**src/sv/vnsl_pkg.sv**
```systemverilog
// shared constants, codes and types of the voronoi nearest-seed labeler
`default_nettype none

package vnsl_pkg;

    // default sizing of the top level
    localparam int MAX_NODES_DEF  = 1024;
    localparam int MAX_SIDE_DEF   = 256;
    localparam int LABEL_BITS_DEF = 16;

    // fixed field widths
    localparam int COORD_W     = 8;
    localparam int INDEX_W     = 10;
    localparam int IN_LABEL_W  = 16;
    localparam int OUT_LABEL_W = 16;
    localparam int SIDE_W      = 9;
    localparam int COUNT_W     = 11;

    // datapath widths
    localparam int DIFF_W  = COORD_W + 1;        // voxel minus seed, signed
    localparam int SHIFT_W = DIFF_W + 2;         // difference minus side, signed
    localparam int SQ_D_W  = 2 * COORD_W;        // square of a direct difference
    localparam int SQ_E_W  = 20;                 // square of a shifted difference
    localparam int BASE_W  = SQ_D_W + 2;         // sum of three direct squares
    localparam int DIST_W  = 20;                 // any image distance
    localparam int SIDE2_W = 2 * SIDE_W;         // side squared
    localparam int BOUND_W = 2 * SIDE2_W;        // side to the fourth

    // stream and configuration port widths
    localparam int IN_DATA_W  = 56;
    localparam int OUT_DATA_W = 2 * OUT_LABEL_W;
    localparam int CFG_ADDR_W = 1;
    localparam int CFG_DATA_W = COUNT_W;

    // input tdata field positions
    localparam int IDX_LSB = 0;
    localparam int X_LSB   = IDX_LSB + INDEX_W;
    localparam int Y_LSB   = X_LSB + COORD_W;
    localparam int Z_LSB   = Y_LSB + COORD_W;
    localparam int LAB_LSB = Z_LSB + COORD_W;

    // configuration register indexes
    typedef enum logic [CFG_ADDR_W-1:0] {
        REG_GRID_SIDE  = 1'b0,
        REG_NODE_COUNT = 1'b1
    } cfg_reg_t;

    // item kinds carried in tuser
    typedef enum logic {
        FUNC_LOAD  = 1'b0,
        FUNC_QUERY = 1'b1
    } func_t;

    // token that travels down the cell chain with each node
    typedef struct packed {
        logic vld;
        logic last;
    } tok_t;

endpackage

`default_nettype wire

```
**src/sv/vnsl_axis.sv**
```systemverilog
// per-axis cell: difference, shifted difference and their squares over two stages
`default_nettype none

module vnsl_axis (
    input  wire logic                         clk,
    input  wire logic [vnsl_pkg::COORD_W-1:0] vox,
    input  wire logic [vnsl_pkg::COORD_W-1:0] seed,
    input  wire logic [vnsl_pkg::SIDE_W-1:0]  side,
    output logic      [vnsl_pkg::SQ_D_W-1:0]  sq_direct,
    output logic      [vnsl_pkg::SQ_E_W-1:0]  sq_shift
);
    import vnsl_pkg::*;

    logic signed [DIFF_W-1:0]    diff_reg;
    logic signed [DIFF_W-1:0]    diff_next;
    logic signed [SHIFT_W-1:0]   shift_reg;
    logic signed [SHIFT_W-1:0]   shift_next;
    logic signed [2*DIFF_W-1:0]  prod_d;
    logic signed [2*SHIFT_W-1:0] prod_e;
    logic [SQ_D_W-1:0]           sq_direct_reg;
    logic [SQ_E_W-1:0]           sq_shift_reg;

    // direct and periodic-image differences
    always_comb
    begin
        diff_next  = $signed({1'b0, vox}) - $signed({1'b0, seed});
        shift_next = SHIFT_W'(diff_next) - $signed({2'b00, side});
    end

    // squares of both differences
    always_comb
    begin
        prod_d = diff_reg * diff_reg;
        prod_e = shift_reg * shift_reg;
    end

    always_ff @(posedge clk)
    begin
        diff_reg      <= diff_next;
        shift_reg     <= shift_next;
        sq_direct_reg <= prod_d[SQ_D_W-1:0];
        sq_shift_reg  <= prod_e[SQ_E_W-1:0];
    end

    assign sq_direct = sq_direct_reg;
    assign sq_shift  = sq_shift_reg;

endmodule

`default_nettype wire

```
**config.mk**
```make
export PLATFORM = sky130hd
export DESIGN_NAME = vnsl_axis
export DESIGN_NICKNAME = d
export VERILOG_FILES = /design/src/sv/vnsl_pkg.sv /design/src/sv/vnsl_axis.sv
export SDC_FILE = /design/constraint.sdc
export NUM_CORES = 1
export LEC_CHECK = 0
export ABC_AREA = 1
export BUFFER_PORTS_ARGS = -buffer_cell sky130_fd_sc_hd__buf_2
export CAP_MARGIN = 30
export CORE_ASPECT_RATIO = 1.25
export CORE_MARGIN = 5
export CORE_UTILIZATION = 55
export DETAILED_ROUTE_END_ITERATION = 8
export HOLD_SLACK_MARGIN = 0.1
export PLACE_DENSITY = 0.76
export SETUP_SLACK_MARGIN = 0.02
export SLEW_MARGIN = 30
export SYNTH_ARGS = -nofsm -noshare
export SYNTH_HDL_FRONTEND = slang
export SYNTH_SLANG_ARGS = --single-unit
```
**constraint.sdc**
```tcl
create_clock -name clk -period 5.2 [get_ports clk]
set_input_delay 0.52 -clock clk [delete_from_list [all_inputs] [get_ports clk]]
set_output_delay 0.52 -clock clk [all_outputs]
set_load 0.1 [all_outputs]
```
# Word level (Yosys, flattened, before mapping)
# Index checks and enable logic that the tools add are counted.
[op_classes]
n_mul = 2
addsub = 2
[op_table]
columns = ["cell", "count"]
rows = [
  ["11-bit by 11-bit multiplier with 20-bit output", 1],
  ["9-bit by 9-bit multiplier with 16-bit output", 1],
  ["9-bit by 10-bit subtractor with 11-bit output", 1],
  ["8-bit by 8-bit subtractor with 9-bit output", 1],
]
[totals]
ff_bits = 56
output_inout_bits = 36
elab_cells = 8
input_bits = 26

# Depth between registers and ports, before layout
[depth]
ltp_word = 2
mapped_depth = 23
mapped_depth_nobuf = 23

# Least setup slack after synthesis
# OpenSTA, ideal clock, no wires.
[synth_timing]
path_type = "reg-to-reg"
start = "register shift_reg[10]"
end = "register sq_shift_reg[19] (netlist: sq_shift[19])"
required_ns = 5.088
setup_time_ns = 0.112
path_buffers = 1
arrival_ns = 4.543
stages_incl_launch_ff = 22
period_less_slack_ns = 4.655
slack_ns = 0.545
path_cell_list = "dfxtp_1 clkbuf_1 nand2_1 inv_1 fa_1 inv_1 fa_1 inv_1 fa_1 fa_1 inv_1 fa_1 inv_1 ha_1 a21oi_1 nand2_1 nand2_1 nand3_1 a21oi_1 inv_1 nand2_1 nand2_1"
[synth_between]
elab_chain_cells = 1
[synth_lines]
columns = ["item", "line", "rtl"]
rows = [
  ["from (decl)", "vnsl_axis.sv:16", "logic signed [SHIFT_W-1:0] shift_reg;"],
  ["from (signal assigned)", "vnsl_axis.sv:40", "shift_reg <= shift_next;"],
  ["11-bit by 11-bit multiplier with 20-bit output", "vnsl_axis.sv:34", "prod_e = shift_reg * shift_reg;"],
  ["via prod_e[19]", "vnsl_axis.sv:19", "logic signed [2*SHIFT_W-1:0] prod_e;"],
  ["to (signal assigned)", "vnsl_axis.sv:42", "sq_shift_reg <= prod_e[SQ_E_W-1:0];"],
  ["to (decl)", "vnsl_axis.sv:21", "logic [SQ_E_W-1:0] sq_shift_reg;"],
]
# The timed path passes the listed nets, and every way through them passes these cells.

# Final worst setup path
# Ends and elaborated chain as after synthesis.

==> results.md <==
* Outcome: completed
* Hold path startpoint: side[0]
* Hold Path Cell Cnt at 3
* Vias in the first global route at between 6,000 and 7,000
* Post-Place Cells at ~1,300
* Achievable frequency at approximately 210 MHz
* Routability cong. at 0.908
* Post-synth top flop: dfxtp_1
* Synth area leader: fa_1
* Starting density of the core at between 50% and 60%
* Crit-path most repeated cell: inv_1
* Crit path DAT at approximately 5.1 ns
* Residual DRC count at 0
* Max-cap violation count at 0
* CP startpoint: shift_reg[10]
* Crit Path Class: flip-flop to flip-flop
* Avg WL per Cell at roughly 12 um
* Levels on crit path at 20
* Largest net degree at the start of global routing at 16
* CTS max path bufs at 2
* Num CTS Buffers at 5
* Worst slack, placed at around 0.34 ns
* Hold Crit Class: input port to flip-flop
* # hold bufs at CTS at 0
* # resized after CTS at 0
* Core area at roughly 15,000 sq um
* Mapped Avg Cell Area at 8.02 sq um
* Clock latency on the worst-skew pair at 0.30 ns
* Post-CTS Setup Bufs at 0
* Finished Cell Area at ~9200 sq um
* Endpoints failing setup at 0
* # diodes at 0
* Area grow syn2layout at 7.56%
* Finished Layout Cells at 1,333
* Final Critical Period at 4.86 ns
* Initial antenna violation count at 0
* Number of vias per cell at approximately 4.7
* Via Count at between 6,000 and 7,000
* Drt total wl at ~16,000 um
* Mapped cell area at 8590 sq um
* Distinct cells, synth at 33
* Capturing point of the worst reg2reg path: sq_shift[19]
* Max-slew violation count at 0
* R2r setup slk at approximately 0.34 ns
* Post-synth ARST share at 0%
* Post-synth EDFFs at 0
* Clock Skew at 0.00783 ns
* Hold EP: shift_reg[0]
* Die width at ~120 um
* Detail Route Antenna Nets at 0
* Max FFs per register at 19
* Most frequent cells in the layout: inv_1, nand2_1, fa_1
* Final #Nets at 1,390
* Worst reg2reg startpoint: shift_reg[10]
* First-pass GRT wire length at about 29,000 um
* Gate Count Post-Synth at around 1,100
* Worst-path fanout max at 14
* Total global routing overflow at 0
* Die area at approximately 18,000 sq um
* Crit-path cells: nand2_1 > inv_1 > fa_1 > inv_1 > fa_1 > inv_1 > fa_1 > fa_1 > inv_1 > fa_1 > inv_1 > ha_1 > a21oi_1 > nand2_1 > nand2_1 > nand3_1 > a21oi_1 > inv_1 > nand2_1 > nand2_1
* Vert. Die Dim at 150 um
* RSZ-0062 raised after global routing: false
* Iteration-0 DRC Markers at roughly 280
* Global Route Usage Sum at 19.4%
* CP endpoint kind: flip-flop
* CTS tree: built
* Layout cell share with drive strength beyond 1 at 7.40%
* Slowest CP cell: fa_1
* DP HPWL at around 14,000 um
* H-tree depth at 2
* Root buf cell: clkbuf_16
* Reg2Reg Depth at 20
* Port bufs at 59
* Slew HR at about three fifths
* Delay-heaviest family, CP: adder cells
* Row count at slightly above 50
* Clock transition at path regs at 0.07 ns
* Buf/Inv on CP at 6
* Final Cycle Share at 93.4%
* Slew @ Worst Pin at roughly 0.6 ns
* Ranking of synthesized cells by area: fa_1, inv_1, ha_1, dfxtp_1, nand2_1
* Setup TNS at 0 ns
* Post-route setup slack at approximately 0.34 ns
* Data required, critical path at around 5.4 ns
* Yosys warning count at 0
* Startpoint types: flip-flop
* Placement Cell Area at a little over 9000 sq um
* Hold Fails Final Rpt at 0
* # clock sinks at 54
* IO Pins at just over 60
* Most common cell after layout, fill and taps aside: inv_1
* #FFs+latches synth at between 50 and 60
* Largest stage delay, worst path at approximately 0.66 ns
* Register area share after synthesis at 12.6%
* Top-area cell type share of the netlist area at between 30% and 40%
* Pre-antenna DRT Iters at 4
[how the worst max path moves through the flow]
stage,to,slack (ns)
after floorplan,sq_shift[19],0.54
after global placement,sq_shift[19],0.45
after detailed placement,sq_shift[19],0.34
after CTS,sq_shift[19],0.33
after global routing,sq_shift[19],0.08
final,sq_shift[19],0.34
[worst register-to-register path, cell delays in order, from the launching register on]
cell	delay (ns)
dfxtp_1	0.43
nand2_1	0.17
inv_1	0.07
fa_1	0.66
inv_1	0.12
fa_1	0.49
inv_1	0.05
fa_1	0.51
fa_1	0.55
inv_1	0.06
fa_1	0.52
inv_1	0.04
ha_1	0.35
a21oi_1	0.20
nand2_1	0.10
nand2_1	0.06
nand3_1	0.06
a21oi_1	0.16
inv_1	0.06
nand2_1	0.06
nand2_1	0.04
[layout make-up]
| class | count | area (sq um) |
|---|---|---|
| Timing Repair Buffer | 65 | 340 |
| Sequential cell | 54 | 1080 |
| Inverter | 333 | 1250 |
| Clock inverter | 1 | 7.51 |
| Multi-Input combinational cell | 662 | 6170 |
| Clock buffer | 6 | 129 |
| Fill cell | 1408 | 6200 |
| Tap cell | 212 | 265 |
[per-layer routing]
metal,routed length (um),global-route usage [%],share of wire [%],vias up
li1,-,-,-,3164
met1,6780,24.0,41,3008
met2,8700,36.5,53,128
met3,677,1.63,4.1,23
met4,247,4.20,1.5,0
met5,0,0,0,-
[per-stage QoR]
stage | util [%] | hold WS (ns)
after floorplan | - | 0.329
after global placement | 59.0 | 0.550
after detailed placement | 59.0 | 0.552
after CTS | 59.8 | 0.527
after global routing | 59.8 | 0.543
final | 59.8 | 0.535
[kinds of logic after synthesis]
family | count (synthesis) | share of synthesized area [%]
fa+ha+maj | 243 | 48.6
compound gates | 57 | 3.77
buf+inv | 356 | 15.7
xor+xnor | 44 | 4.49
other cells | 1 | 0.0436
simple gates | 316 | 14.9
flops | 54 | 12.6
[Yosys cell counts, types with 2 or more instances]
master,instances
a21o_1,3
a21oi_1,36
a31o_2,2
buf_2,2
buf_4,2
clkbuf_1,19
dfxtp_1,54
fa_1,151
ha_1,92
inv_1,331
inv_2,2
nand2_1,216
nand2_2,3
nand3_1,32
nand3b_1,2
nand4_1,4
nor2_1,48
nor3_1,4
o21ai_0,3
o21ai_1,4
o21bai_1,4
or2_1,3
or2_2,2
xnor2_1,14
xor2_1,30
Power is left out: the tool's default activity adds up to more than one toggle a clock period on the data nets, which glitch-free logic cannot reach.
