`config.mk`:
```
export PLATFORM = sky130hd
export DESIGN_NAME = vnsl_image
export DESIGN_NICKNAME = d
export VERILOG_FILES = /design/src/sv/vnsl_pkg.sv /design/src/sv/vnsl_image.sv
export SDC_FILE = /design/constraint.sdc
export NUM_CORES = 1
export LEC_CHECK = 0
export ABC_AREA = 1
export BUFFER_PORTS_ARGS = -buffer_cell sky130_fd_sc_hd__buf_2
export CAP_MARGIN = 0
export CELL_PAD_IN_SITES_DETAIL_PLACEMENT = 2
export CELL_PAD_IN_SITES_GLOBAL_PLACEMENT = 2
export CORE_MARGIN = 2
export CORE_UTILIZATION = 34
export CTS_CLUSTER_DIAMETER = 80
export DETAILED_ROUTE_END_ITERATION = 12
export HOLD_SLACK_MARGIN = 0.1
export PLACE_DENSITY_LB_ADDON = 0.05
export REMOVE_ABC_BUFFERS = 1
export SLEW_MARGIN = 0
export SYNTH_ARGS = -nofsm -noshare
export SYNTH_HDL_FRONTEND = slang
export SYNTH_SLANG_ARGS = --single-unit
export TNS_END_PERCENT = 5
```
`constraint.sdc`:
```
create_clock -name clk -period 2.5 [get_ports clk]
set_clock_uncertainty 0.15 [all_clocks]
set_input_delay 0.25 -clock clk [delete_from_list [all_inputs] [get_ports clk]]
set_output_delay 0.25 -clock clk [all_outputs]
set_load 0.05 [all_outputs]
```
`src/sv/vnsl_pkg.sv`:
```
// shared constants, codes and types of the voronoi nearest-seed labeler
`default_nettype none

package vnsl_pkg;

    // default sizing of the top level
    localparam int MAX_NODES_DEF  = 1024;
    localparam int MAX_SIDE_DEF   = 256;
    localparam int LABEL_BITS_DEF = 16;

    // fixed field widths
    localparam int COORD_W     = 8;
    localparam int INDEX_W     = 10;
    localparam int IN_LABEL_W  = 16;
    localparam int OUT_LABEL_W = 16;
    localparam int SIDE_W      = 9;
    localparam int COUNT_W     = 11;

    // datapath widths
    localparam int DIFF_W  = COORD_W + 1;        // voxel minus seed, signed
    localparam int SHIFT_W = DIFF_W + 2;         // difference minus side, signed
    localparam int SQ_D_W  = 2 * COORD_W;        // square of a direct difference
    localparam int SQ_E_W  = 20;                 // square of a shifted difference
    localparam int BASE_W  = SQ_D_W + 2;         // sum of three direct squares
    localparam int DIST_W  = 20;                 // any image distance
    localparam int SIDE2_W = 2 * SIDE_W;         // side squared
    localparam int BOUND_W = 2 * SIDE2_W;        // side to the fourth

    // stream and configuration port widths
    localparam int IN_DATA_W  = 56;
    localparam int OUT_DATA_W = 2 * OUT_LABEL_W;
    localparam int CFG_ADDR_W = 1;
    localparam int CFG_DATA_W = COUNT_W;

    // input tdata field positions
    localparam int IDX_LSB = 0;
    localparam int X_LSB   = IDX_LSB + INDEX_W;
    localparam int Y_LSB   = X_LSB + COORD_W;
    localparam int Z_LSB   = Y_LSB + COORD_W;
    localparam int LAB_LSB = Z_LSB + COORD_W;

    // configuration register indexes
    typedef enum logic [CFG_ADDR_W-1:0] {
        REG_GRID_SIDE  = 1'b0,
        REG_NODE_COUNT = 1'b1
    } cfg_reg_t;

    // item kinds carried in tuser
    typedef enum logic {
        FUNC_LOAD  = 1'b0,
        FUNC_QUERY = 1'b1
    } func_t;

    // token that travels down the cell chain with each node
    typedef struct packed {
        logic vld;
        logic last;
    } tok_t;

endpackage

`default_nettype wire

```
`src/sv/vnsl_image.sv`:
```
// image cell: sums the squares and picks the first shifted image that is closer
`default_nettype none

module vnsl_image #(
    parameter int LABEL_BITS = vnsl_pkg::LABEL_BITS_DEF
) (
    input  wire logic                        clk,
    input  wire logic                        rst_n,
    input  wire vnsl_pkg::tok_t              tok_in,
    input  wire logic [LABEL_BITS-1:0]       tag_in,
    input  wire logic [vnsl_pkg::SQ_D_W-1:0] sqd_x,
    input  wire logic [vnsl_pkg::SQ_D_W-1:0] sqd_y,
    input  wire logic [vnsl_pkg::SQ_D_W-1:0] sqd_z,
    input  wire logic [vnsl_pkg::SQ_E_W-1:0] sqe_x,
    input  wire logic [vnsl_pkg::SQ_E_W-1:0] sqe_y,
    input  wire logic [vnsl_pkg::SQ_E_W-1:0] sqe_z,
    output vnsl_pkg::tok_t                   tok_out,
    output logic      [LABEL_BITS-1:0]       tag_out,
    output logic      [vnsl_pkg::DIST_W-1:0] sq_dist
);
    import vnsl_pkg::*;

    tok_t                  tok_c_reg;
    logic [LABEL_BITS-1:0] tag_c_reg;
    logic [BASE_W-1:0]     base_reg;
    logic [BASE_W-1:0]     base_next;
    logic [DIST_W-1:0]     tx_reg;
    logic [DIST_W-1:0]     tx_next;
    logic [DIST_W-1:0]     ty_reg;
    logic [DIST_W-1:0]     ty_next;
    logic [DIST_W-1:0]     tz_reg;
    logic [DIST_W-1:0]     tz_next;
    logic [DIST_W-1:0]     base_ext;
    tok_t                  tok_d_reg;
    logic [LABEL_BITS-1:0] tag_d_reg;
    logic [DIST_W-1:0]     dist_reg;
    logic [DIST_W-1:0]     dist_next;

    // direct distance and the three single-axis images
    always_comb
    begin
        base_next = BASE_W'(sqd_x) + BASE_W'(sqd_y) + BASE_W'(sqd_z);
        tx_next   = DIST_W'(sqe_x) + DIST_W'(sqd_y) + DIST_W'(sqd_z);
        ty_next   = DIST_W'(sqd_x) + DIST_W'(sqe_y) + DIST_W'(sqd_z);
        tz_next   = DIST_W'(sqd_x) + DIST_W'(sqd_y) + DIST_W'(sqe_z);
    end

    // x image first, then y, then z; only the first closer one counts
    always_comb
    begin
        base_ext = DIST_W'(base_reg);
        if (tx_reg < base_ext)
        begin
            dist_next = tx_reg;
        end
        else if (ty_reg < base_ext)
        begin
            dist_next = ty_reg;
        end
        else if (tz_reg < base_ext)
        begin
            dist_next = tz_reg;
        end
        else
        begin
            dist_next = base_ext;
        end
    end

    // token flow
    always_ff @(posedge clk or negedge rst_n)
    begin
        if (!rst_n)
        begin
            tok_c_reg <= '0;
            tok_d_reg <= '0;
        end
        else
        begin
            tok_c_reg <= tok_in;
            tok_d_reg <= tok_c_reg;
        end
    end

    // payload flow
    always_ff @(posedge clk)
    begin
        tag_c_reg <= tag_in;
        base_reg  <= base_next;
        tx_reg    <= tx_next;
        ty_reg    <= ty_next;
        tz_reg    <= tz_next;
        tag_d_reg <= tag_c_reg;
        dist_reg  <= dist_next;
    end

    assign tok_out = tok_d_reg;
    assign tag_out = tag_d_reg;
    assign sq_dist = dist_reg;

endmodule

`default_nettype wire

```
======== Word level (Yosys, flattened, before mapping) ========
Index checks and enable logic that the tools add are counted.
storage, ports and cells
  flip-flop bits (word level) ............. 134
  bits of input ports ..................... 128
cells by class
  add/sub/neg operators ................... 8
  order comparisons ....................... 3
  muxes and demuxes ....................... 3
operators by type and width
  operator                               number
  adder 20 x 16 -> 20 bit                3
  less-than comparator 20 x 18 -> 1 bit  3
  two-way mux 20 bit                     3
  adder 16 x 16 -> 17 bit                2
  adder 16 x 20 -> 20 bit                1
  adder 17 x 20 -> 20 bit                1
  adder 17 x 16 -> 18 bit                1

======== Depth between registers and ports, before layout ========
  depth in word-level cells ............... 4
  gate-level depth with buffers ........... 14
  mapped depth without buffers ............ 14

======== Least setup slack after synthesis ========
No wires, ideal clock.
  path kind ............................... input to register
  start ................................... in sqd_x[0] (netlist bit)
  end ..................................... reg ty_reg[19]
  arrival ................................. 2140 ps
  required time ........................... 2238 ps
  path slack .............................. 98 ps
  stages .................................. 14
  path buffers ............................ 0
  path through ............................ inv_1 -> fa_1 -> inv_1 -> ha_1 -> inv_1 -> fa_1 -> nor3_1 -> nor2_1 -> o21bai_1 -> nand2_1 -> nand2_1 -> nand2_1 -> nand2_1 -> nand2_1
on the way
  cells in the longest elaborated chain, start to end .. 2
ends and longest elaborated chain
  item                     RTL line          RTL
  start, declared          vnsl_image.sv:11  input wire logic [vnsl_pkg::SQ_D_W-1:0] sqd_x,
  adder 16 x 20 -> 20 bit  vnsl_image.sv:44  ty_next = DIST_W'(sqd_x) + DIST_W'(sqe_y) + DIST_W'(sqd_z);
  adder 20 x 16 -> 20 bit  vnsl_image.sv:44
  via ty_next[19]          vnsl_image.sv:30  logic [DIST_W-1:0] ty_next;
  end signal, assigned     vnsl_image.sv:91  ty_reg <= ty_next;
  end, declared            vnsl_image.sv:29  logic [DIST_W-1:0] ty_reg;
The timed path passes the listed nets, and every way through them passes these cells.

======== Worst setup path in the final report ========
  start ................................... in sqd_y[1] (netlist bit)
  end ..................................... reg tx_reg[19]
on the way
  cells in the longest elaborated chain, start to end .. 2
ends and longest elaborated chain
  item                                   RTL line          RTL
  start, declared                        vnsl_image.sv:12  input wire logic [vnsl_pkg::SQ_D_W-1:0] sqd_y,
  adder 20 x 16 -> 20 bit (2 in series)  vnsl_image.sv:43  tx_next = DIST_W'(sqe_x) + DIST_W'(sqd_y) + DIST_W'(sqd_z);
  via tx_next[19]                        vnsl_image.sv:28  logic [DIST_W-1:0] tx_next;
  end signal, assigned                   vnsl_image.sv:90  tx_reg <= tx_next;
  end, declared                          vnsl_image.sv:27  logic [DIST_W-1:0] tx_reg;
The timed path passes the listed nets, and every way through them passes these cells.

==> flow_metrics.py <==
metrics = {
    "routing": {
        "top_layer": "met4",
        "drtIter0Drc": 244,
        "dr_wl_met2_um": 17600,
        "avgViaCountPerCell": 4.84,
        "vias": 8979,
        "post-route-drc-count": 0,
        "drt-met1-wl_um": 16400,
        "ant_nets": 0,
        "first_pass_iters": 4,
        "wl_um": 35200,
        "wl_met3_um": 905,
        "wl_per_cell_um": 19.0,
    },
    "floorplanning": {
        "chipWidth_um": 172,
        "ios": 166,
        "die_h_um": 172,
        "std_cell_rows": 61,
        "core_um2": 27700,
        "die_area_um2": 29500,
        "initial_core_util_pct": 34.5,
    },
    "clock_network": {
        "cts_setup_buffers": 0,
        "cts.path.max_buffers": 2,
        "clock_latency_ns": 0.43,
        "h-tree-depth": 4,
        "cts_sinks": 134,
        "cts_tree": "done",
        "numCtsBuffers": 17,
        "cts_root_buf": "clkbuf_16",
        "clk_pin_slew_ns": 0.06,
    },
    "cells_and_area": {
        "fill_cells": 3156,
        "areaGrowthSynthToFinish_pct": 33.3,
        "diodes": 0,
        "drive_above_1_share_pct": 26.0,
        "final_nets": 1774,
        "fin_cells": 1855,
    },
    "critical_path": {
        "critPathArrivalTime_ns": 2.50,
        "reg2reg_to": "sq_dist[5]",
        "path_cells": "buf_2 > fa_1 > ha_1 > inv_1 > fa_2 > nor3_2 > nor2_1 > o21bai_1 > buf_4 > nand2_1 > nand2_2 > nand2_1 > nand2_1 > nand2_1",
        "required_ns": 2.67,
        "crit_slowest_cell": "fa_1",
        "crit_type": "primary input to flip-flop",
        "path_common_cell": "nand2_1",
        "worst-path-buf-inv": 3,
        "path_delay_family": "adder cells",
        "rr_startpoint": "base_reg[15]",
        "regToRegSetupSlack_ns": 0.19,
        "slowest_delay_ns": 0.55,
        "critPathCaptureType": "flip-flop",
        "path_max_fanout": 3,
        "cp-start-kind": "primary input",
        "rr_worst_depth": 12,
    },
    "pwr": {
        "p_leak_nw": 6.63,
        "power_frac_comb_pct": 52.3,
        "p_per_area_nw_per_um2": 1010,
        "peakVddDrop_mv": 0.533,
        "pwr-share-seq_pct": 26.1,
        "clkPwrFrac_pct": 21.6,
        "swShare_pct": 44.2,
        "p_sw_w": 0.00567,
        "internal_power_w": 0.00717,
    },
    "placed_design": {
        "dp_hpwl_um": 28800,
        "portBuffers": 165,
        "placedCellCount": 1794,
        "gp_congestion": 0.833,
    },
    "timing": {
        "finalHoldViolCount": 0,
        "finalCriticalPeriod_ns": 2.34,
        "timing.final.crit_share_pct": 93.5,
        "grt_setup_unrepaired": "false",
        "max_freq_mhz": 428,
        "setup_violations": 0,
        "maxSlewViolCount": 0,
        "setup_tns_ns": 0,
    },
    "grt": {
        "grt_max_degree": 25,
        "grt_use_total_pct": 25.0,
        "first_global_vias": 10173,
        "grt_pass1_wl_um": 55600,
        "grt-ovfl-total": 0,
        "antenna_found_initial": 2,
    },
    "synthesis": {
        "syn_inst": 1133,
        "synth.yosys.seq_area_share_pct": 28.3,
        "avgSynthCellArea_um2": 8.44,
        "synth.distinct_cells": 39,
        "ys_warn_count": 0,
        "syn_area_um2": 9570,
        "ys_ff_latch": 134,
    },
    "worst_hold_path": {
        "worstHoldPathType": "primary input to flip-flop",
        "min_to": "tz_reg[0]",
        "hold_start": "sqe_z[0]",
        "whs_path_depth": 4,
    },
    "run_status": {
        "outcome": "finished clean",
    },
    "run": {
        "drv_cap": 0,
    },
}
synth_stat cells:
cell / n / share of area (%)
o21ai_1: 10 / 0.52
xor2_1: 42 / 3.8
nor4_1: 3 / 0.20
fa_1: 68 / 14
inv_1: 148 / 5.8
nand4_1: 46 / 3.0
nand2_4: 2 / 0.24
nand3_2: 11 / 1.2
nand3_4: 2 / 0.37
and2_1: 2 / 0.13
or2_0: 1 / 0.065
nor3_1: 7 / 0.37
nor2_1: 73 / 2.9
nor2_2: 2 / 0.13
buf_6: 2 / 0.24
nand2_1: 237 / 9.3
a21boi_1: 3 / 0.24
or2_1: 2 / 0.13
or2_2: 3 / 0.20
conb_1: 1 / 0.039
nand2_2: 14 / 0.92
o21bai_1: 8 / 0.63
nand3_1: 42 / 2.2
a21oi_4: 2 / 0.34
inv_2: 3 / 0.12
dfxtp_1: 130 / 27
buf_4: 1 / 0.079
a21oi_1: 82 / 4.3
o21ai_0: 12 / 0.63
dfrtp_1: 4 / 1.0
a31oi_1: 2 / 0.13
a21boi_0: 5 / 0.39
a21o_1: 10 / 0.78
buf_2: 8 / 0.42
xnor2_1: 16 / 1.5
ha_1: 114 / 15
nand3b_1: 3 / 0.24
a21oi_2: 10 / 0.92
nor2_4: 2 / 0.24
repair_timing:
item                       4_1_cts  5_1_grt
hold endpoints to repair        31        0
setup endpoints to repair        0       23
hold buffers                    29        0
resized for setup                0        9
per-layer routing:
| layer | vias up | track usage (%) |
|---|---|---|
| li1 | 4358 | - |
| met1 | 4439 | 32.6 |
| met2 | 156 | 44.8 |
| met3 | 26 | 2.49 |
| met4 | 0 | 4.97 |
| met5 | - | 0 |
power by group through the flow:
stage	clock network (W)	logic [W]	registers (W)
floorplan	0	0.00349	0.00375
global placement	0	0.00621	0.00334
detailed placement	0	0.00650	0.00337
CTS	0.00284	0.00677	0.00335
global route	0.00291	0.00752	0.00342
finish	0.00277	0.00671	0.00335
layout make-up:
type                            instances  area, µm²  area share (%)
Tap cell                              378        473            3.71
Multi-Input combinational cell        838       6250            49.1
Clock buffer                           19        443            3.47
Clock inverter                         13        195            1.53
Timing Repair Buffer                  322       2110            16.6
Inverter                              151        567            4.45
Sequential cell                       134       2700            21.2
worst reg2reg max path, cell delays in order (launching register included):
cell     delay, ns
dfxtp_1       0.34
inv_1         0.12
ha_1          0.33
nand2_1       0.11
inv_1         0.06
nand2_1       0.07
nand2_1       0.08
a21oi_4       0.32
buf_4         0.23
nand4_1       0.14
nand2_1       0.10
inv_1         0.04
a21oi_1       0.15
cells in the final DEF, fill, tap and decap left out, types with 11 or more instances in the layout:
cell type / Yosys / routed
inv_1: 148 / 147
dfxtp_1: 130 / 130
buf_2: 8 / 165
nand4_1: 46 / 46
nor2_1: 73 / 73
xor2_1: 42 / 42
nand2_1: 237 / 234
nand2_2: 14 / 17
fa_1: 68 / 66
xnor2_1: 16 / 16
a21oi_1: 82 / 82
o21ai_0: 12 / 12
ha_1: 114 / 113
nand3_1: 42 / 42
clkbuf_16: 0 / 17
dlygate4sd3_1: 0 / 29
buf_4: 1 / 125
nand3_2: 11 / 11
cells by family (layout without fill, tap and decap cells):
family                     count (synthesis)  count (layout)  share of synthesized area, %
and+or+nand+nor                          452             452                          21.7
adders and majority gates                182             182                          29.1
buffers and inverters                    162             505                          6.66
AOI/OAI and AO/OA                        144             144                          8.87
DFF                                      134             134                          28.3
xor gates and xnor gates                  58              58                          5.31
other                                      1               2                        0.0392
through the flow:
stage | total power, W | hold WS (ns) | setup WS [ns] | cell area (µm²) | utilization (%)
4_1_cts | 0.0130 | 0.108 | 0.00938 | 12700 | 45.9
5_1_grt | 0.0138 | 0.149 | 0.00917 | 12700 | 46.0
3_5_place_dp | 0.00987 | -0.0916 | -0.388 | 11800 | 42.6
2_1_floorplan | 0.00724 | -0.196 | 0.0979 | 9500 | -
3_3_place_gp | 0.00956 | -0.0966 | -0.289 | 11800 | 42.6
6_report | 0.0128 | 0.122 | 0.163 | 12700 | 46.0
worst max path at each step:
stage / start / cells past startpoint / endpoint
2_1_floorplan: sqd_x[0] / 14 / ty_reg[19]
4_1_cts: base_reg[17] / 13 / sq_dist[11]
5_1_grt: base_reg[15] / 12 / sq_dist[5]
3_3_place_gp: sqd_x[1] / 14 / tz_reg[19]
6_report: sqd_y[1] / 14 / tx_reg[19]
3_5_place_dp: sqd_y[1] / 14 / tx_reg[19]
Note: power is estimated with default switching activity, not from simulation.
