### src/sv/vnsl_pkg.sv
// shared constants, codes and types of the voronoi nearest-seed labeler
`default_nettype none

package vnsl_pkg;

    // default sizing of the top level
    localparam int MAX_NODES_DEF  = 1024;
    localparam int MAX_SIDE_DEF   = 256;
    localparam int LABEL_BITS_DEF = 16;

    // fixed field widths
    localparam int COORD_W     = 8;
    localparam int INDEX_W     = 10;
    localparam int IN_LABEL_W  = 16;
    localparam int OUT_LABEL_W = 16;
    localparam int SIDE_W      = 9;
    localparam int COUNT_W     = 11;

    // datapath widths
    localparam int DIFF_W  = COORD_W + 1;        // voxel minus seed, signed
    localparam int SHIFT_W = DIFF_W + 2;         // difference minus side, signed
    localparam int SQ_D_W  = 2 * COORD_W;        // square of a direct difference
    localparam int SQ_E_W  = 20;                 // square of a shifted difference
    localparam int BASE_W  = SQ_D_W + 2;         // sum of three direct squares
    localparam int DIST_W  = 20;                 // any image distance
    localparam int SIDE2_W = 2 * SIDE_W;         // side squared
    localparam int BOUND_W = 2 * SIDE2_W;        // side to the fourth

    // stream and configuration port widths
    localparam int IN_DATA_W  = 56;
    localparam int OUT_DATA_W = 2 * OUT_LABEL_W;
    localparam int CFG_ADDR_W = 1;
    localparam int CFG_DATA_W = COUNT_W;

    // input tdata field positions
    localparam int IDX_LSB = 0;
    localparam int X_LSB   = IDX_LSB + INDEX_W;
    localparam int Y_LSB   = X_LSB + COORD_W;
    localparam int Z_LSB   = Y_LSB + COORD_W;
    localparam int LAB_LSB = Z_LSB + COORD_W;

    // configuration register indexes
    typedef enum logic [CFG_ADDR_W-1:0] {
        REG_GRID_SIDE  = 1'b0,
        REG_NODE_COUNT = 1'b1
    } cfg_reg_t;

    // item kinds carried in tuser
    typedef enum logic {
        FUNC_LOAD  = 1'b0,
        FUNC_QUERY = 1'b1
    } func_t;

    // token that travels down the cell chain with each node
    typedef struct packed {
        logic vld;
        logic last;
    } tok_t;

endpackage

`default_nettype wire

### src/sv/vnsl_best.sv
// best cell: keeps the smallest distance seen and the label that goes with it
`default_nettype none

module vnsl_best #(
    parameter int LABEL_BITS = vnsl_pkg::LABEL_BITS_DEF
) (
    input  wire logic                         clk,
    input  wire logic                         rst_n,
    input  wire logic                         init,
    input  wire logic [vnsl_pkg::BOUND_W-1:0] bound,
    input  wire vnsl_pkg::tok_t               tok_in,
    input  wire logic [LABEL_BITS-1:0]        tag_in,
    input  wire logic [vnsl_pkg::DIST_W-1:0]  sq_dist,
    output logic      [LABEL_BITS-1:0]        label,
    output logic                              done
);
    import vnsl_pkg::*;

    logic [BOUND_W-1:0]    best_reg;
    logic [LABEL_BITS-1:0] label_reg;
    logic                  done_reg;
    logic                  closer;

    // strictly closer keeps the earlier node on a tie
    assign closer = BOUND_W'(sq_dist) < best_reg;

    // end-of-scan flag
    always_ff @(posedge clk or negedge rst_n)
    begin
        if (!rst_n)
        begin
            done_reg <= 1'b0;
        end
        else
        begin
            done_reg <= !init && tok_in.vld && tok_in.last;
        end
    end

    // running minimum
    always_ff @(posedge clk)
    begin
        if (init)
        begin
            best_reg  <= bound;
            label_reg <= '0;
        end
        else if (tok_in.vld && closer)
        begin
            best_reg  <= BOUND_W'(sq_dist);
            label_reg <= tag_in;
        end
    end

    assign label = label_reg;
    assign done  = done_reg;

endmodule

`default_nettype wire

### config.mk
export PLATFORM = sky130hd
export DESIGN_NAME = vnsl_best
export DESIGN_NICKNAME = d
export VERILOG_FILES = /design/src/sv/vnsl_pkg.sv /design/src/sv/vnsl_best.sv
export SDC_FILE = /design/constraint.sdc
export NUM_CORES = 1
export LEC_CHECK = 0
export ABC_AREA = 1
export BUFFER_PORTS_ARGS = -buffer_cell sky130_fd_sc_hd__clkbuf_2
export CORE_UTILIZATION = 45
export DETAILED_ROUTE_END_ITERATION = 7
export GPL_TIMING_DRIVEN = 0
export PLACE_DENSITY = 0.68
export SETUP_SLACK_MARGIN = 0.15
export SLEW_MARGIN = 20
export SYNTH_ARGS = -nofsm -noshare
export SYNTH_HDL_FRONTEND = slang
export SYNTH_SLANG_ARGS = --single-unit
### constraint.sdc
create_clock -name clk -period 2.76 [get_ports clk]
set_input_delay 0.69 -clock clk [delete_from_list [all_inputs] [get_ports clk]]
set_output_delay 0.69 -clock clk [all_outputs]
set_load 0.1 [all_outputs]
-- Word-level counts from Yosys, hierarchy flattened
Cells that the tools add are included.
- register bits after elaboration: 53
- bits of input ports: 77
- output and inout port bits: 17
- logic and storage cells: 11
- order comparisons: 1
- mux-type cells: 2
- reductions and logical operators: 5
- operator list (kind ; number):
    $mux W36 ; 2
    $lt A20 B36 Y1 ; 1
    $logic_and A1 B1 Y1 ; 3
    $reduce_bool A2 Y1 ; 1
    $logic_not A1 Y1 ; 1

-- Depth between registers and ports, before layout
Gate-level depths: netlist of the first run.
- word-level depth: 4
- mapped depth: 15
- depth with buffers taken out: 14

-- Worst setup path before layout of the first run
No wires, ideal clock.
- path type: in2reg
- start point: input sq_dist[19] (netlist name)
- end point: register best_reg[0], enable pin
- setup time: 394 ps
- arrival time: 2467 ps
- required time: 2366 ps
- setup slack: -101 ps
- cell stages on the path: 9
- buffers on the path: 1
- path through: ha_1 -> a21oi_1 -> o21ai_0 -> nor2_1 -> nand3_2 -> nand2_4 -> buf_6 -> nand2_1 -> nand2_1
- cells in the longest elaborated chain, start to end: 3
- ends and longest elaborated chain (element ; line ; text):
    start, declared ; vnsl_best.sv:13 ; input wire logic [vnsl_pkg::DIST_W-1:0] sq_dist,
    $lt A20 B36 Y1 ; vnsl_best.sv:25 ; assign closer = BOUND_W'(sq_dist) < best_reg;
    $logic_and A1 B1 Y1 ; vnsl_best.sv:48 ; else if (tok_in.vld && closer)
    $reduce_bool A2 Y1 (no line) ; - ;
    end signal, assigned ; vnsl_best.sv:45 ; best_reg <= bound;
    end signal, assigned ; vnsl_best.sv:50 ; best_reg <= BOUND_W'(sq_dist);
    end, declared ; vnsl_best.sv:19 ; logic [BOUND_W-1:0] best_reg;
Every way passes these cells.
A chain may end at the register's enable or synchronous reset.

-- Final worst setup path of the first run
- start point: input sq_dist[7] (netlist name)
- end point: register best_reg[21], enable pin
The elaborated chain is that of the path after synthesis.

==> run metrics, run 1 <==
startpoint kind of the worst setup timing path=input port; Critical Path Max Stage Delay=a little under 400 ps; syn_area_per_cell=approximately 8.3 um^2; syn nets=440; first-pass GRT wire length=a little under 9000 um; Final WS setup=~390 ps; number of cells on the critical path=12; ant diodes=0; setup TNS=0 ps; nets@finish=539; most common cell after layout, fill and taps aside=nand2_1; Register-to-Register Path Depth=12; chip height=~82 um; CTS root buffer=clkbuf_8; wire per inst=10.5 um; RD Place Congestion=approximately 0.74; Setup Skew=5.96 ps; Leak=approximately 2.0 nW; Placed Instance Area=3420 um^2; ANT nets after route=0; cell area after layout=around 3500 um^2; routed wire length=between 5000 and 6000 um; Reg area=roughly 1400 um^2; Yosys cell types=21; die area=roughly 6700 um^2; Crit Path Max Fanout=36; GR Util All Layers=0.174; post-layout util=0.582; yosys warns=0; Slew headroom=0.629; Crit Path Category=in2reg; max-cap violation count=0; Starting Density=0.475; drt pass-1 iters=4; min-delay worst type=in2async; DR iter-0 viols=65; Setup Fix Bufs, Post-CTS=0; CTS buffer count=5; Tmin final=2370 ps; IO Port Bufs=92; fillers=between 500 and 600; Least-Margin Pin Slew=around 560 ps; synthesized area=~2900 um^2; Clock Sinks=53; final hold viol count=0; Via density=roughly 4.5; CP endpoint kind=register; Final HPWL DP=around 4300 um; crit path buf inv count=2; Power Dens Cells=just over 500 nW/um^2; Finish-stage setup viols=0; routed vias=2319; Mapped Cells=roughly 340; post-synthesis register bit count=53; Syn-to-layout area delta=22.5%; most frequent cells in the layout=nand2_1, clkbuf_2, inv_1, edfxtp_1; H-Tree Depth=2; status=complete, no violations; worst-skew pair later-pin latency=approximately 300 ps; crit-path most repeated cell=nand2_1; die width=approximately 82 um; number of placement rows=28; initial antenna violation count=0; Place WS=-205 ps; IO Count=94; Peak VDD IR=0.371 mV; share of cells above drive strength 1=0.275; clk slew on worst S/H paths=~80 ps; final global-route overflow total=0; largest net degree at the start of global routing=37; Max Slew Vio Count=0; critical path's top delay family=simple AND/OR/NAND/NOR gates; Crit-path slowest cell=nand2_4; final period utilization=0.859; Core Area=about 6000 um^2; Seq/Total Area, Yosys=0.498; Max clock buf depth=2; fmax=between 0.4 and 0.5 GHz; Post-CTS Hold Fix Bufs=0; Multi-input gate area=between 1000 and 1500 um^2; Largest register FFs=36; vias in the first global route=2061; CP Cell Sequence=clkbuf_2 -> ha_1 -> a21oi_1 -> nand2_1 -> nand2_1 -> nand2_1 -> nand2_1 -> nand3_2 -> nand2_4 -> buf_6 -> nand2_1 -> nand2_4; Worst Path Arrival=2320 ps; CTS resizes=1; RSZ-0062 raised after global routing=no; CTS tree=yes; Remaining DRCs=0; WP data required=2710 ps
synth_stat cells, drive strengths merged:
cell type | number | area [um^2]
nor2 | 25 | 98.8
dfrtp | 1 | 25.0
a21oi | 23 | 115
clkinv | 1 | 3.75
inv | 61 | 229
o21ai | 2 | 10.0
nor4 | 4 | 25.0
edfxtp | 36 | 1080
dfxtp | 16 | 320
nand2 | 124 | 473
clkbuf | 5 | 18.8
buf | 9 | 62.6
nand3 | 17 | 155
ha | 19 | 238
a21o | 1 | 7.51
per-layer routing:
layer  track usage  up-vias  wire [um]
met5             0        -          0
met4        0.0474        0         56
met3        0.0378        5        235
met2         0.290       51       2570
met1         0.228      998       2560
li1              -     1265          -
cell families (layout without fill, tap and decap cells):
kind of cell | count (synthesis) | after routing | synth area share
compound gates | 26 | 26 | 0.0463
flops | 53 | 53 | 0.498
fa+ha+maj | 19 | 19 | 0.0830
buf+inv | 76 | 176 | 0.110
simple gates | 170 | 170 | 0.263
report_power, final:
group / switching (mW) / total (mW) / internal (mW) / leakage [nW]
Clock: 0.242 / 0.413 / 0.171 / 0.0430
Sequential: 0.0215 / 0.948 / 0.926 / 0.522
Combinational: 0.282 / 0.416 / 0.134 / 1.43
Total: 0.546 / 1.78 / 1.23 / 2.00
through the flow:
step	power, mW	std cells	hold WS [ps]
2_1_floorplan	1.27	344	394
3_3_place_gp	1.38	511	462
6_report	1.78	519	148
5_1_grt	1.88	519	137
3_5_place_dp	1.39	511	466
4_1_cts	1.80	519	138
path summary, 6_finish.rpt:
check,start,to,slack (ps)
min in group clk,label[0],label[0],480
setup / recovery,sq_dist[7],best_reg[21],390
hold reg to reg,label[0],label[0],480
hold / removal,rst_n,done,150
setup reg to reg,best_reg[7],best_reg[21],510
max in group asynchronous,rst_n,done,2530
area by class of cell:
type,instances,area share
flip-flops and latches,53,0.407
multi-input cells,215,0.322
repair buffers,92,0.131
inverters,62,0.0664
well taps,75,0.0268
plain buffers,14,0.0232
clock buffers,5,0.0196
clock inverters,3,0.00357
No activity file was read; power rests on OpenSTA's default activity.
==> inputs of run 2 (changes only) <==
--- a/config.mk
+++ b/config.mk
@@ -5,12 +5,12 @@
 export SDC_FILE = /design/constraint.sdc
 export NUM_CORES = 1
 export LEC_CHECK = 0
-export ABC_AREA = 1
+export ABC_AREA = 0
 export BUFFER_PORTS_ARGS = -buffer_cell sky130_fd_sc_hd__clkbuf_2
-export CORE_UTILIZATION = 45
+export CORE_UTILIZATION = 34
 export DETAILED_ROUTE_END_ITERATION = 7
 export GPL_TIMING_DRIVEN = 0
-export PLACE_DENSITY = 0.68
+export PLACE_DENSITY = 0.53
 export SETUP_SLACK_MARGIN = 0.15
 export SLEW_MARGIN = 20
 export SYNTH_ARGS = -nofsm -noshare
==> run metrics, run 2 <==
Final WS setup=238 ps (was 390 ps); Sw Share=0.357 (was 0.307); largest net degree at the start of global routing=19 (was 37); Main synth FF type=edfxtp_1 (unchanged); CP Cell Sequence=clkbuf_2 -> ha_4 -> a211oi_1 -> o21ai_1 -> a2111o_1 -> a21oi_2 -> or3_4 (was clkbuf_2 -> ha_1 -> a21oi_1 -> nand2_1 -> nand2_1 -> nand2_1 -> nand2_1 -> nand3_2 -> nand2_4 -> buf_6 -> nand2_1 -> nand2_4); clk slew on worst S/H paths=110 ps (was 80 ps); placed cells=483 (was 511); H-Tree Depth=2 (unchanged); Mapped Cells=283 (was 344); Largest register FFs=36 (unchanged); Placed Instance Area=3770 um^2 (was 3420 um^2); syn_area_per_cell=11.0 um^2 (was 8.32 um^2); fmax=0.396 GHz (was 0.422 GHz); yosys warns=0 (unchanged); Leak=1.69 nW (was 2.00 nW); IO Count=94 (unchanged); share of cells above drive strength 1=0.386 (was 0.275); post-layout util=0.445 (was 0.582); critical path's top delay family=compound AO/OA/AOI/OAI gates (was simple AND/OR/NAND/NOR gates); post-synth top area share=0.347 (was 0.378); Clock Sinks=53 (unchanged); worst-skew pair later-pin latency=320 ps (was 300 ps); EDFF count, synth=36 (unchanged); asr flop ratio synth=0.0189 (unchanged); final period utilization=0.914 (was 0.859); setup TNS=0 ps (unchanged); Final HPWL DP=5480 um (was 4270 um); Critical Path Max Stage Delay=540 ps (was 390 ps); CTS tree=yes (unchanged); Max clock buf depth=2 (unchanged); Crit Path Max Fanout=18 (was 36); crit path buf inv count=1 (was 2); vias in the first global route=2626 (was 2061); chip height=97.8 um (was 81.8 um); routed vias=2543 (was 2319); Post-CTS Hold Fix Bufs=0 (unchanged); Slew headroom=0.503 (was 0.629); Crit-path slowest cell=a2111o_1 (was nand2_4); Via density=5.15 (was 4.47); min-delay worst type=in2async (unchanged); hold_ws=118 ps (was 148 ps); most area-hungry cell type in the Yosys netlist=edfxtp_1 (unchanged); ant diodes=0 (unchanged); Seq/Total Area, Yosys=0.457 (was 0.498); Finish-stage setup viols=0 (unchanged); total power=2.06 mW (was 1.78 mW); Sw Pwr=737 uW (was 546 uW); post-synthesis register bit count=53 (unchanged); Starting Density=0.354 (was 0.475); Synth top cells by count=edfxtp_1, nand3_1, inv_1, mux2_2, ha_1 (was nand2_1, inv_1, edfxtp_1); syn nets=379 (was 440); cell area after layout=3920 um^2 (was 3510 um^2); Place WS=-237 ps (was -205 ps); wire per inst=15.5 um (was 10.5 um); internal power=1.33 mW (was 1.23 mW); Least-Margin Pin Slew=746 ps (was 559 ps); Power Dens Cells=526 nW/um^2 (was 507 nW/um^2); Synth area leaders=edfxtp_1, dfxtp_1, ha_1 (was edfxtp_1, nand2_1, dfxtp_1); drt pass-1 iters=8 (was 4); Crit Path Category=in2reg (unchanged); CTS root buffer=clkbuf_8 (unchanged); routed wire length=7670 um (was 5430 um); ANT nets after route=0 (unchanged); synthesized area=3120 um^2 (was 2860 um^2); GR Util All Layers=0.171 (was 0.174); Finished Layout Cells=494 (was 519); WP data required=2770 ps (was 2710 ps); IO Port Bufs=92 (unchanged); first-pass GRT wire length=12800 um (was 8870 um); fillers=860 (was 593); clock network power share=0.236 (was 0.233); Tmin final=2520 ps (was 2370 ps); most common cell in the netlist=edfxtp_1 (was nand2_1); final hold viol count=0 (unchanged); die area=9560 um^2 (was 6680 um^2); RSZ-0062 raised after global routing=no (unchanged); Core Area=8810 um^2 (was 6030 um^2); Remaining DRCs=14 (was 0); sequential share of power=0.464 (was 0.533); final global-route overflow total=0 (unchanged); Yosys cell types=39 (was 21); die width=97.8 um (was 81.8 um); most frequent cells in the layout=clkbuf_2, edfxtp_1, nand3_1, inv_1, mux2_2 (was nand2_1, clkbuf_2, inv_1, edfxtp_1); most common cell after layout, fill and taps aside=clkbuf_2 (was nand2_1); CP endpoint kind=register (unchanged); max-cap violation count=0 (unchanged); Setup Skew=7.64 ps (was 5.96 ps); RD Place Congestion=0.717 (was 0.736); Syn-to-layout area delta=25.8% (was 22.5%); Peak VDD IR=0.215 mV (was 0.371 mV); Worst Path Arrival=2530 ps (was 2320 ps); status=complete, but fails checks (was complete, no violations); failing checks=design-rule violations; CTS buffer count=5 (unchanged); number of placement rows=34 (was 28); Logic pwr share=0.300 (was 0.234); startpoint kind of the worst setup timing path=input port (unchanged); DR iter-0 viols=89 (was 65); initial antenna violation count=0 (unchanged); Max Slew Vio Count=0 (unchanged); nets@finish=481 (was 539)
[run 2: routing by layer]
metal / up-vias / routed length, um / GRT usage
li1: 1262 / - / -
met2: 74 / 3610 / 0.282
met3: 11 / 459 / 0.0344
met1: 1196 / 3510 / 0.227
met5: - / 0 / 0
met4: 0 / 93 / 0.0490
[run 2: area by class of cell]
class | count | area (um^2) | area share
Clock buffer | 5 | 68.8 | 0.0175
Buffer | 19 | 108 | 0.0274
Sequential cell | 53 | 1430 | 0.364
Tap cell | 108 | 135 | 0.0344
Clock inverter | 3 | 26.3 | 0.00670
Timing Repair Buffer | 94 | 500 | 0.128
Inverter | 20 | 75.1 | 0.0191
Multi-Input combinational cell | 192 | 1580 | 0.404
[run 2: final timing paths]
check                       startpoint           to  slack [ps]  cells after the start
max                         sq_dist[2]  best_reg[6]         240                      7
min                              rst_n         done         120                      1
max reg2reg                best_reg[2]  best_reg[6]         290                      7
min reg2reg                   label[9]     label[9]         660                      3
max in group asynchronous        rst_n         done        2560                      1
min in group clk             tok_in[0]         done         560                      3
[run 2: timing repair]
action | CTS | global route
cloned | 1 | 0
endpoints found under the setup margin | 36 | 18
resized for setup | 2 | 0
pin swaps | 0 | 1
buffers inserted | 0 | 2
[run 2: logic make-up (layout without fill, tap and decap cells)]
logic type,after synthesis,in the layout,share of synthesized area
adder cells (fa/ha/maj),19,19,0.0762
AND/OR/NAND/NOR,101,102,0.191
flip-flops,53,53,0.457
multiplexers,20,20,0.0722
AO/OA/AOI/OAI,51,51,0.145
buffers and inverters,39,141,0.0586
[run 2: worst register-to-register path, delay by kind of cell, from the launching register on]
kind            cells  cell delay [ps]
compound gates      4             1180
buf+inv             1               90
fa+ha+maj           1              200
simple gates        1              320
flops               1              370
[run 2: power by group through the flow]
stage,combinational (mW),clock (mW),sequential [mW]
final,0.619,0.486,0.958
after global routing,0.674,0.532,0.966
after CTS,0.618,0.503,0.959
after detailed placement,0.609,0,0.978
after global placement,0.604,0,0.974
after floorplan,0.275,0,1.15
==> inputs of run 3 (changes only) <==
--- a/config.mk
+++ b/config.mk
@@ -7,10 +7,12 @@
 export LEC_CHECK = 0
 export ABC_AREA = 0
 export BUFFER_PORTS_ARGS = -buffer_cell sky130_fd_sc_hd__clkbuf_2
-export CORE_UTILIZATION = 34
+export CELL_PAD_IN_SITES_DETAIL_PLACEMENT = 1
+export CELL_PAD_IN_SITES_GLOBAL_PLACEMENT = 2
+export CORE_UTILIZATION = 33
+export CTS_BUF_LIST = sky130_fd_sc_hd__clkbuf_4 sky130_fd_sc_hd__clkbuf_8
 export DETAILED_ROUTE_END_ITERATION = 7
-export GPL_TIMING_DRIVEN = 0
-export PLACE_DENSITY = 0.53
+export PLACE_DENSITY = 0.78
 export SETUP_SLACK_MARGIN = 0.15
 export SLEW_MARGIN = 20
 export SYNTH_ARGS = -nofsm -noshare
==> run metrics, run 3 (synthesis results as in run 2) <==
IO Count=94 (unchanged); routed wire length=7670 um (about the same); CP Cell Sequence=clkbuf_2 -> ha_4 -> a211oi_1 -> o21ai_1 -> a2111o_1 -> a21oi_2 -> or3_4 -> buf_12 (was clkbuf_2 -> ha_4 -> a211oi_1 -> o21ai_1 -> a2111o_1 -> a21oi_2 -> or3_4); min-delay worst type=in2async (unchanged); Finish-stage setup viols=0 (unchanged); fmax=0.438 GHz (was 0.396 GHz); CTS root buffer=clkbuf_8 (unchanged); CTS tree=yes (unchanged); RD Place Congestion=0.736 (was 0.717); WP data required=2790 ps (was 2770 ps); Starting Density=0.339 (was 0.354); Setup Fix Bufs, Post-CTS=0 (unchanged); Max clock buf depth=2 (unchanged); Slew headroom=0.600 (was 0.503); max-cap violation count=0 (unchanged); routed vias=2531 (was 2543); setup TNS=0 ps (unchanged); die width=99.2 um (was 97.8 um); ANT nets after route=0 (unchanged); Place WS=129 ps (was -237 ps); drt pass-1 iters=4 (was 8); final global-route overflow total=0 (unchanged); most frequent cells in the layout=clkbuf_2, edfxtp_1, nand3_1, inv_1, mux2_2 (unchanged); Leak=1.69 nW (about the same); Crit Path Category=in2reg (unchanged); wire per inst=15.7 um (was 15.5 um); Power Dens Cells=526 nW/um^2 (about the same); Core Area=9200 um^2 (was 8810 um^2); Peak VDD IR=0.238 mV (was 0.215 mV); CTS resizes=0 (was 2); status=complete, no violations (was complete, but fails checks); share of cells above drive strength 1=0.410 (was 0.386); Largest register FFs=36 (unchanged); most common cell after layout, fill and taps aside=clkbuf_2 (unchanged); Final HPWL DP=5840 um (was 5480 um); Worst Path Arrival=2310 ps (was 2530 ps); Clock Sinks=53 (unchanged); CP endpoint kind=register (unchanged); Least-Margin Pin Slew=595 ps (was 746 ps); IO Port Bufs=93 (was 92); Crit Path Max Fanout=28 (was 18); Crit-path slowest cell=a2111o_1 (unchanged); Remaining DRCs=0 (was 14); Tmin final=2280 ps (was 2520 ps); Final WS setup=478 ps (was 238 ps); first-pass GRT wire length=12700 um (was 12800 um); nets@finish=473 (was 481); chip height=99.2 um (was 97.8 um); H-Tree Depth=2 (unchanged); Syn-to-layout area delta=25.0% (was 25.8%); total power=2.05 mW (was 2.06 mW); Setup Skew=7.99 ps (was 7.64 ps); Post-CTS Hold Fix Bufs=0 (unchanged); RSZ-0062 raised after global routing=no (unchanged); worst-skew pair later-pin latency=320 ps (about the same); die area=9840 um^2 (was 9560 um^2); DR iter-0 viols=85 (was 89); ant diodes=0 (unchanged); Via density=5.18 (was 5.15); startpoint kind of the worst setup timing path=input port (unchanged); final hold viol count=0 (unchanged); clk slew on worst S/H paths=100 ps (was 110 ps); number of placement rows=35 (was 34); GR Util All Layers=0.164 (was 0.171); largest net degree at the start of global routing=33 (was 19); Max Slew Vio Count=0 (unchanged); hold_ws=122 ps (was 118 ps); initial antenna violation count=0 (unchanged); CTS buffer count=5 (unchanged); Critical Path Max Stage Delay=430 ps (was 540 ps); final period utilization=0.827 (was 0.914); vias in the first global route=2603 (was 2626)
run 3: cell count changes in the layout (fill, tap and decap cells not counted), sizes merged:
cell / change
inv: +1
clkinv: -2
clkbuf: -13
clkinvlp: +1
buf: +6
or3: -1
run 3: power breakdown:
group	internal (mW)	switching, mW	leakage (nW)	total [mW]
Combinational	0.203	0.416	1.11	0.618
Sequential	0.932	0.0244	0.529	0.957
Clock	0.186	0.287	0.0452	0.473
run 3: critical path: cells and delay by family:
| family | cells | cell delay, ps |
|---|---|---|
| fa+ha+maj | 1 | 230 |
| compound gates | 4 | 930 |
| buf+inv | 2 | 290 |
| simple gates | 1 | 140 |
run 3: area by class of cell:
cell class	count	area, um^2
flip-flops and latches	53	1430
clock inverters	3	25.0
inverters	20	75.1
multi-input cells	191	1590
clock buffers	5	68.8
fillers	1044	5300
well taps	111	139
repair buffers	106	576
run 3: path summary, 6_finish.rpt:
path / cells after the start / slack [ps] / from / end
hold reg to reg: 3 / 650 / label[1] / label[1]
setup reg to reg: 8 / 520 / best_reg[2] / best_reg[28]
hold / removal: 1 / 120 / rst_n / done
max in group asynchronous: 1 / 2560 / rst_n / done
setup / recovery: 8 / 480 / sq_dist[2] / best_reg[28]
min in group clk: 3 / 570 / tok_in[0] / done
run 3: per-stage QoR:
| step | std cells | instance area (um^2) | util |
|---|---|---|---|
| 6_report | 489 | 3900 | 0.424 |
| 5_1_grt | 489 | 3900 | 0.424 |
| 4_1_cts | 489 | 3900 | 0.424 |
| 3_5_place_dp | 481 | 3800 | 0.413 |
| 3_3_place_gp | 481 | 3800 | 0.413 |
| 2_1_floorplan | 283 | 3180 | - |
run 3: metal layers:
| metal | GRT usage | routed length, um | part of all wire | vias to the layer above |
|---|---|---|---|---|
| met1 | 0.208 | 3450 | 0.45 | 1223 |
| met5 | 0 | 0 | 0 | - |
| met4 | 0.0441 | 86 | 0.011 | 0 |
| met3 | 0.0415 | 426 | 0.056 | 6 |
| li1 | - | - | - | 1241 |
| met2 | 0.278 | 3710 | 0.48 | 61 |
